**src/design/sft_pkg.sv**
```systemverilog
package sft_pkg;

    // Field widths
    localparam int CMD_W   = 3;
    localparam int ADDR_W  = 32;
    localparam int HND_W   = 16;
    localparam int STAT_W  = 2;
    localparam int COUNT_W = 5;

    // Default table depth
    localparam int TABLE_ENTRIES_DEF = 16;

    // Command codes
    localparam logic [CMD_W-1:0] CMD_ADD        = 3'd0;
    localparam logic [CMD_W-1:0] CMD_DEL_PAIR   = 3'd1;
    localparam logic [CMD_W-1:0] CMD_DEL_HANDLE = 3'd2;
    localparam logic [CMD_W-1:0] CMD_FIND       = 3'd3;
    localparam logic [CMD_W-1:0] CMD_CLEAR      = 3'd4;

    // Status codes
    localparam logic [STAT_W-1:0] ST_DONE = 2'd0;
    localparam logic [STAT_W-1:0] ST_NONE = 2'd1;
    localparam logic [STAT_W-1:0] ST_FULL = 2'd2;

    // One stored session
    typedef struct packed {
        logic [ADDR_W-1:0] src;
        logic [ADDR_W-1:0] dst;
        logic [HND_W-1:0]  hnd;
    } t_entry;

    // Command broadcast to every cell
    typedef struct packed {
        logic              exec;
        logic [CMD_W-1:0]  cmd;
        logic [ADDR_W-1:0] src;
        logic [ADDR_W-1:0] dst;
        logic [HND_W-1:0]  hnd;
    } t_cell_ctl;

endpackage

```
**src/design/sft_if.sv**
```systemverilog
// Command channel
interface sft_cmd_if;
    import sft_pkg::*;

    logic              valid;
    logic              ready;
    logic [CMD_W-1:0]  command;
    logic [ADDR_W-1:0] source_address;
    logic [ADDR_W-1:0] destination_address;
    logic [HND_W-1:0]  session_handle;

    modport source (
        output valid, command, source_address, destination_address, session_handle,
        input  ready
    );
    modport sink (
        input  valid, command, source_address, destination_address, session_handle,
        output ready
    );
endinterface

// Response channel
interface sft_rsp_if;
    import sft_pkg::*;

    logic               valid;
    logic               ready;
    logic [STAT_W-1:0]  status;
    logic [HND_W-1:0]   found_handle;
    logic [COUNT_W-1:0] entry_count;

    modport source (
        output valid, status, found_handle, entry_count,
        input  ready
    );
    modport sink (
        input  valid, status, found_handle, entry_count,
        output ready
    );
endinterface

```
**src/design/sft_cell.sv**
```systemverilog
// One table slot: holds an entry, compares it against the key, passes the
// first-match flag and handle down the row, and takes its younger neighbor's
// entry when a removal at or below this slot compacts the row.
module sft_cell #(
    parameter int CNT_W = 5,
    parameter int IDX   = 0
) (
    input  logic               i_clk,
    input  sft_pkg::t_cell_ctl i_ctl,
    input  logic [CNT_W-1:0]   i_count,
    input  logic               i_hit,
    input  logic [15:0]        i_hnd,
    input  sft_pkg::t_entry    i_up,
    output logic               o_hit,
    output logic [15:0]        o_hnd,
    output sft_pkg::t_entry    o_entry
);
    import sft_pkg::*;

    t_entry r_ent;
    logic   live;
    logic   pair_match;
    logic   hnd_match;
    logic   match;
    logic   is_del;

    // Slot holds a session only below the fill count
    assign live = (CNT_W'(IDX) < i_count);

    // Key compare, both directions of the pair
    assign pair_match = ((r_ent.src == i_ctl.src) && (r_ent.dst == i_ctl.dst)) ||
                        ((r_ent.src == i_ctl.dst) && (r_ent.dst == i_ctl.src));
    assign hnd_match  = (r_ent.hnd == i_ctl.hnd);
    assign match      = live && ((i_ctl.cmd == CMD_DEL_HANDLE) ? hnd_match : pair_match);

    // First-match chain: an older hit wins
    assign o_hit = i_hit | match;
    assign o_hnd = i_hit ? i_hnd : (match ? r_ent.hnd : '0);

    assign is_del  = (i_ctl.cmd == CMD_DEL_PAIR) || (i_ctl.cmd == CMD_DEL_HANDLE);
    assign o_entry = r_ent;

    // Append at the tail, or shift down from the neighbor on removal
    always_ff @(posedge i_clk) begin
        if (i_ctl.exec) begin
            if ((i_ctl.cmd == CMD_ADD) && (i_count == CNT_W'(IDX))) begin
                r_ent.src <= i_ctl.src;
                r_ent.dst <= i_ctl.dst;
                r_ent.hnd <= i_ctl.hnd;
            end else if (is_del && o_hit) begin
                r_ent <= i_up;
            end
        end
    end
endmodule

```
**src/design/symmetric_flow_session_table_top.sv**
```systemverilog
// Session table of TABLE_ENTRIES slots, kept as a row of cells in insertion
// order, oldest in slot 0. Each command is first taken into the command
// register; in the execute state that follows, every cell compares its entry
// against the key in parallel, the first-match flag ripples along the row,
// and on a removal every younger cell takes its neighbor's entry. The
// result sits in an output register; while it waits there, a new command may
// be taken but does not execute until the result has been accepted. Reset
// needs no clearing pass: only slots below the fill count are ever looked at.
module symmetric_flow_session_table_top #(
    parameter int TABLE_ENTRIES = sft_pkg::TABLE_ENTRIES_DEF
) (
    input  logic i_clk,
    input  logic i_rst_n,
    sft_cmd_if.sink   i_cmd,
    sft_rsp_if.source o_rsp
);
    import sft_pkg::*;

    localparam int CNT_W = $clog2(TABLE_ENTRIES + 1);

    localparam logic S_IDLE = 1'b0;
    localparam logic S_EXEC = 1'b1;

    logic               r_state;
    logic               n_state;
    logic [CMD_W-1:0]   r_cmd;
    logic [ADDR_W-1:0]  r_src;
    logic [ADDR_W-1:0]  r_dst;
    logic [HND_W-1:0]   r_hnd;
    logic [CNT_W-1:0]   r_count;
    logic [CNT_W-1:0]   n_count;
    logic               r_ovalid;
    logic [STAT_W-1:0]  r_status;
    logic [STAT_W-1:0]  n_status;
    logic [HND_W-1:0]   r_found;
    logic [HND_W-1:0]   n_found;
    logic [COUNT_W-1:0] r_ocount;

    logic      accept;
    logic      exec;
    t_cell_ctl ctl;

    logic                 w_hit [TABLE_ENTRIES+1];
    logic [HND_W-1:0]     w_hnd [TABLE_ENTRIES+1];
    t_entry               w_ent [TABLE_ENTRIES+1];

    // Handshake
    assign i_cmd.ready = (r_state == S_IDLE);
    assign accept      = i_cmd.valid && i_cmd.ready;
    assign exec        = (r_state == S_EXEC) && (!r_ovalid || o_rsp.ready);

    // Command register
    always_ff @(posedge i_clk) begin
        if (accept) begin
            r_cmd <= i_cmd.command;
            r_src <= i_cmd.source_address;
            r_dst <= i_cmd.destination_address;
            r_hnd <= i_cmd.session_handle;
        end
    end

    // Broadcast to the row
    assign ctl.exec = exec;
    assign ctl.cmd  = r_cmd;
    assign ctl.src  = r_src;
    assign ctl.dst  = r_dst;
    assign ctl.hnd  = r_hnd;

    // Row of cells
    assign w_hit[0]             = 1'b0;
    assign w_hnd[0]             = '0;
    assign w_ent[TABLE_ENTRIES] = '0;

    for (genvar g = 0; g < TABLE_ENTRIES; g++) begin : g_cell
        sft_cell #(
            .CNT_W (CNT_W),
            .IDX   (g)
        ) u_cell (
            .i_clk   (i_clk),
            .i_ctl   (ctl),
            .i_count (r_count),
            .i_hit   (w_hit[g]),
            .i_hnd   (w_hnd[g]),
            .i_up    (w_ent[g+1]),
            .o_hit   (w_hit[g+1]),
            .o_hnd   (w_hnd[g+1]),
            .o_entry (w_ent[g])
        );
    end

    // Result and next count
    always_comb begin
        n_count  = r_count;
        n_status = ST_NONE;
        n_found  = '0;
        case (r_cmd)
            CMD_ADD: begin
                if (r_count < CNT_W'(TABLE_ENTRIES)) begin
                    n_count  = r_count + CNT_W'(1);
                    n_status = ST_DONE;
                end else begin
                    n_status = ST_FULL;
                end
            end
            CMD_DEL_PAIR, CMD_DEL_HANDLE: begin
                if (w_hit[TABLE_ENTRIES]) begin
                    n_count  = r_count - CNT_W'(1);
                    n_status = ST_DONE;
                end
            end
            CMD_FIND: begin
                if (w_hit[TABLE_ENTRIES]) begin
                    n_found  = w_hnd[TABLE_ENTRIES];
                    n_status = ST_DONE;
                end
            end
            CMD_CLEAR: begin
                n_count  = '0;
                n_status = ST_DONE;
            end
            default: begin
                n_status = ST_NONE;
            end
        endcase
    end

    // Sequencer
    always_comb begin
        n_state = r_state;
        case (r_state)
            S_IDLE:  if (accept) n_state = S_EXEC;
            S_EXEC:  if (exec)   n_state = S_IDLE;
            default: n_state = S_IDLE;
        endcase
    end

    // Control state
    always_ff @(posedge i_clk) begin
        if (!i_rst_n) begin
            r_state  <= S_IDLE;
            r_count  <= '0;
            r_ovalid <= 1'b0;
        end else begin
            r_state <= n_state;
            if (exec) begin
                r_count  <= n_count;
                r_ovalid <= 1'b1;
            end else if (o_rsp.ready) begin
                r_ovalid <= 1'b0;
            end
        end
    end

    // Output register
    always_ff @(posedge i_clk) begin
        if (exec) begin
            r_status <= n_status;
            r_found  <= n_found;
            r_ocount <= COUNT_W'(n_count);
        end
    end

    assign o_rsp.valid        = r_ovalid;
    assign o_rsp.status       = r_status;
    assign o_rsp.found_handle = r_found;
    assign o_rsp.entry_count  = r_ocount;

    // Checks
    a_count_bound: assert property (@(posedge i_clk) disable iff (!i_rst_n)
        r_count <= CNT_W'(TABLE_ENTRIES))
        else $error("fill count above table depth");

    a_accept_exec: assert property (@(posedge i_clk) disable iff (!i_rst_n)
        accept |=> (r_state == S_EXEC))
        else $error("accepted item did not enter execution");

    a_clear_empty: assert property (@(posedge i_clk) disable iff (!i_rst_n)
        (exec && (r_cmd == CMD_CLEAR)) |=> (r_count == '0))
        else $error("clear left entries behind");

    a_full_hold: assert property (@(posedge i_clk) disable iff (!i_rst_n)
        (exec && (r_cmd == CMD_ADD) && (r_count == CNT_W'(TABLE_ENTRIES)))
        |=> $stable(r_count))
        else $error("add to full table changed the count");

    a_miss_zero: assert property (@(posedge i_clk) disable iff (!i_rst_n)
        (r_ovalid && (r_status != ST_DONE)) |-> (r_found == '0))
        else $error("non-zero handle on a miss");
endmodule
```
**src/flat_wrapper.sv**
```systemverilog
// flat-port wrapper written by rule: the top's interface ports become plain ports
module symmetric_flow_session_table_top_flat import sft_pkg::*;
#(
    parameter int TABLE_ENTRIES = sft_pkg::TABLE_ENTRIES_DEF
)
  (i_clk, i_rst_n, i_cmd_valid, i_cmd_command, i_cmd_source_address, i_cmd_destination_address, i_cmd_session_handle, i_cmd_ready, o_rsp_valid, o_rsp_status, o_rsp_found_handle, o_rsp_entry_count, o_rsp_ready);
  sft_cmd_if i_cmd_i ();
  sft_rsp_if o_rsp_i ();
  input  logic i_clk;
  input  logic i_rst_n;
  input wire logic [$bits(i_cmd_i.valid)-1:0] i_cmd_valid;
  input wire logic [$bits(i_cmd_i.command)-1:0] i_cmd_command;
  input wire logic [$bits(i_cmd_i.source_address)-1:0] i_cmd_source_address;
  input wire logic [$bits(i_cmd_i.destination_address)-1:0] i_cmd_destination_address;
  input wire logic [$bits(i_cmd_i.session_handle)-1:0] i_cmd_session_handle;
  output wire logic [$bits(i_cmd_i.ready)-1:0] i_cmd_ready;
  output wire logic [$bits(o_rsp_i.valid)-1:0] o_rsp_valid;
  output wire logic [$bits(o_rsp_i.status)-1:0] o_rsp_status;
  output wire logic [$bits(o_rsp_i.found_handle)-1:0] o_rsp_found_handle;
  output wire logic [$bits(o_rsp_i.entry_count)-1:0] o_rsp_entry_count;
  input wire logic [$bits(o_rsp_i.ready)-1:0] o_rsp_ready;
  assign i_cmd_i.valid = i_cmd_valid;
  assign i_cmd_i.command = i_cmd_command;
  assign i_cmd_i.source_address = i_cmd_source_address;
  assign i_cmd_i.destination_address = i_cmd_destination_address;
  assign i_cmd_i.session_handle = i_cmd_session_handle;
  assign i_cmd_ready = i_cmd_i.ready;
  assign o_rsp_valid = o_rsp_i.valid;
  assign o_rsp_status = o_rsp_i.status;
  assign o_rsp_found_handle = o_rsp_i.found_handle;
  assign o_rsp_entry_count = o_rsp_i.entry_count;
  assign o_rsp_i.ready = o_rsp_ready;
  symmetric_flow_session_table_top #(.TABLE_ENTRIES(TABLE_ENTRIES)) u_core (.i_clk(i_clk), .i_rst_n(i_rst_n), .i_cmd(i_cmd_i), .o_rsp(o_rsp_i));
endmodule
```
**config.mk**
```make
export PLATFORM = sky130hd
export DESIGN_NAME = symmetric_flow_session_table_top_flat
export DESIGN_NICKNAME = d
export VERILOG_FILES = /design/src/design/sft_pkg.sv /design/src/design/sft_if.sv /design/src/design/sft_cell.sv /design/src/design/symmetric_flow_session_table_top.sv /design/src/flat_wrapper.sv
export SDC_FILE = /design/constraint.sdc
export NUM_CORES = 2
export LEC_CHECK = 0
export BUFFER_PORTS_ARGS = -buffer_cell sky130_fd_sc_hd__buf_2
export CORE_MARGIN = 2
export CORE_UTILIZATION = 60
export CTS_CLUSTER_SIZE = 24
export DETAILED_ROUTE_END_ITERATION = 7
export PLACE_DENSITY = 0.74
export RECOVER_POWER = 50
export SLEW_MARGIN = 20
export SYNTH_ARGS = -nofsm -noshare
export SYNTH_HDL_FRONTEND = slang
export SYNTH_SLANG_ARGS = --single-unit
export TNS_END_PERCENT = 50
```
**constraint.sdc**
```tcl
create_clock -name i_clk -period 13.04 [get_ports i_clk]
set_input_delay 0.652 -clock i_clk [delete_from_list [all_inputs] [get_ports i_clk]]
set_output_delay 0.652 -clock i_clk [all_outputs]
set_load 0.01 [all_outputs]
```
==> flow_metrics.env <==
export IMPL_synth_avg_cell_area_um2=12.4
export IMPL_synth_top_cells_by_count="1546 x xnor2_1, 1386 x edfxtp_1, 1092 x mux2_2, 748 x xor2_1, 456 x nand4_1"
export IMPL_maxSlewViolCount=1428
export IMPL_synth_area_top_cells="edfxtp_1 47%, xnor2_1 15%, mux2_2 14%, xor2_1 7.5%, nand4_1 3.3%"
export IMPL_tns_ps=0
export IMPL_p_per_area_nw_per_um2=117
export IMPL_power_total_uw=11000
export IMPL_yosysTopAreaCell="edfxtp_1"
export IMPL_postCtsHoldBufs=12
export IMPL_rows=140
export IMPL_ys_warn_count=0
export IMPL_wl_per_cell_um=40.7
export IMPL_cts_buffers=159
export IMPL_synth_most_common_cell="xnor2_1"
export IMPL_grt_max_degree=89
export IMPL_antenna_found_initial=15
export IMPL_status="finished with violations"
export IMPL_drt_total_wl_um=367000
export IMPL_syn_nets=7148
export IMPL_cts_reportedPaths_clkPinSlew_ps=60
export IMPL_post_cts_setup_buffers=0
export IMPL_hold_class="input pin to register"
export IMPL_htreeDepth=4
export IMPL_critical_path_class="register to register"
export IMPL_leakage_uw=0.0294
export IMPL_hold_viol_final=0
export IMPL_dr_pass1_iters=7
export IMPL_instances_no_fill=9023
export IMPL_gp_congestion=1.04
export IMPL_cts_tree="built"
export IMPL_synth_distinct_cells=69
export IMPL_ios=112
export IMPL_r2r_start="u_core.r_count[4]$_SDFFE_PN0P_"
export IMPL_cts_sinks=1393
export IMPL_synth_edf_count=1386
export IMPL_pwr_share_clk_pct=42.7
export IMPL_timing_rr_end="u_core.g_cell[15].u_cell.o_entry[33]$_SDFFCE_PN0P_"
export IMPL_initial_core_util_pct=60.4
export IMPL_hold_end="u_core.r_dst[2]$_DFFE_PP_"
export IMPL_rrSetupSlack_ps=5330
export IMPL_violations="max-capacitance violations, max-slew violations"
export IMPL_finalCritPeriodShare_pct=59.1
export IMPL_min_from="i_cmd_destination_address[2]"
export IMPL_synth_top_flop_cell="edfxtp_1"
export IMPL_drv_cap=28
export IMPL_cts_resized_gates=0
export IMPL_syn_area_um2=87700
export IMPL_worst_pin_slew_ps=4710
export IMPL_vias=65100
export IMPL_synth_top_area_share_pct=47.4
export IMPL_fin_worst_skew_ps=38.7
export IMPL_whs_path_depth=1
export IMPL_nNetsFinal=7057
export IMPL_endpoint_kind="register"
export IMPL_design_core_area_um2=145000
export IMPL_fin_crit_ps=7710
export IMPL_grt_usage_pct=48.1
export IMPL_drc=0
export IMPL_crit_path_start_kind="register"
export IMPL_syn2layout_area_growth_pct=7.33
export IMPL_drive_gt1_share_pct=22.2
export IMPL_antenna_left=0
export IMPL_critPathArrivalTime_ps=8130
export IMPL_overflow=0
export IMPL_slew_headroom_pct=-214
export IMPL_io_buffers=111
export IMPL_die_x_um=386
export IMPL_first_iter_violations=11800
export IMPL_grt_pass1_vias=62100
export IMPL_die_area_um2=149000
export IMPL_cts_root_buf="clkbuf_16"
export IMPL_power_switching_uw=2950
export IMPL_synth_seq_area_share_pct=47.6
export IMPL_fmaxAchievable_mhz=130
export IMPL_die_h_um=386
export IMPL_swShare_pct=26.8
export IMPL_reg2regPathDepth=9
export IMPL_holdWs_ps=28.1
export IMPL_crit_required_ps=13460
export IMPL_peakVddDrop_mv=0.108
export IMPL_async_flop_share_pct=0
export IMPL_ys_ff_latch=1393
export IMPL_rsz0062_at_grt="false"
export IMPL_grt_pass1_wl_um=501000
export IMPL_pwr_share_seq_pct=45.6
export IMPL_intPower_uw=8040
export IMPL_dpl_hpwl_um=244000
export IMPL_setup_viol=0
export IMPL_worstPathMaxFanout=73
export IMPL_dp_cells=8707
export IMPL_clk_insertion_delay_late_ps=820
export IMPL_detail_route_vias_per_cell=7.21
export IMPL_comb_power_share_pct=11.7
export IMPL_clock_path_buffers=3
export IMPL_synthCells=7055
## critical path, stage by stage, from the launching register on
cell and delay, ps:
dfxtp_1 550, inv_1 630, ha_1 340, nand3_1 100, clkbuf_1 540, nor2_4 220, clkbuf_1 2820, nor2_1 260
nor2_4 910, buf_4 810
## how the worst max path moves through the flow
stage                                    from                                            endpoint  slack [ps]  cells after the start
6_report       u_core.r_count[4]$_SDFFE_PN0P_  u_core.g_cell[15].u_cell.o_entry[33]$_SDFFCE_PN0P_        5330                      9
5_1_grt        u_core.r_count[4]$_SDFFE_PN0P_  u_core.g_cell[15].u_cell.o_entry[33]$_SDFFCE_PN0P_        5190                      9
4_1_cts            u_core.r_src[12]$_DFFE_PP_      u_core.g_cell[14].u_cell.o_entry[25]$_DFFE_PP_        6000                     12
3_5_place_dp       u_core.r_src[12]$_DFFE_PP_      u_core.g_cell[14].u_cell.o_entry[60]$_DFFE_PP_        6010                     12
3_3_place_gp       u_core.r_src[12]$_DFFE_PP_      u_core.g_cell[14].u_cell.o_entry[43]$_DFFE_PP_        6080                     12
2_1_floorplan      u_core.r_dst[13]$_DFFE_PP_        u_core.g_cell[6].u_cell.o_entry[0]$_DFFE_PP_        5880                     14
## metal layers
metal / routed length, um / GRT usage (%)
met2: 150000 / 67.3
met5: 114 / 0
met3: 54500 / 15.7
met4: 28000 / 29.4
met1: 135000 / 64.6
## through the flow
step / worst slack, ps / util [%] / cell area (um^2)
3_3_place_gp: 6080 / 61.2 / 88900
6_report: 5330 / 64.8 / 94200
4_1_cts: 6000 / 64.9 / 94400
3_5_place_dp: 6010 / 61.2 / 88900
2_1_floorplan: 5880 / - / 87700
5_1_grt: 5190 / 64.8 / 94200
## kinds of logic after synthesis
family                   synth area share (%)
AO/OA/AOI/OAI                            2.96
XOR/XNOR                                 22.9
adder cells (fa/ha/maj)                0.0856
buffers and inverters                    4.46
flip-flops                               47.6
multiplexers                             14.1
AND/OR/NAND/NOR                          7.87
## power by group through the flow
stage	Clock, uW	Sequential [uW]	Combinational [uW]
after floorplan	0	5070	798
after global placement	0	5100	1200
after detailed placement	0	5100	1210
after CTS	4680	5000	1220
after global routing	4850	5010	1290
final	4700	5010	1280
## state kept, by name (all words and copies together) (netlist names)
register	count
u_core.r_dst	32
u_core.o_rsp.entry_count	5
u_core.r_hnd	16
u_core.r_src	32
u_core.r_count	5
u_core.g_cell.u_cell.o_entry	1280
u_core.r_cmd	3
u_core.o_rsp.found_handle	16
u_core.o_rsp.valid	1
u_core.o_rsp.status	2
u_core.r_state	1
## cells in the final DEF, fill, tap and decap left out, types with 23 or more instances in the layout
cell type / count
a21oi_1: 65
and2_0: 45
and2_1: 31
buf_2: 54
buf_4: 184
clkbuf_1: 115
clkbuf_16: 161
clkinv_1: 29
clkinv_2: 23
edfxtp_1: 1386
inv_1: 40
mux2_1: 56
mux2_2: 1036
nand2_1: 215
nand4_1: 456
nor2_1: 62
nor3_1: 25
nor4_1: 291
o21ai_0: 183
xnor2_1: 1546
xor2_1: 748
## final cells by class
cell class	count	area, um^2
fillers	11300	51200
multi-input cells	5033	42400
flip-flops and latches	1393	41800
clock buffers	196	4160
well taps	1917	2400
repair buffers	334	2160
clock inverters	98	1150
inverters	43	161
diodes	9	22.5
No activity file was read; power rests on OpenSTA's default activity.
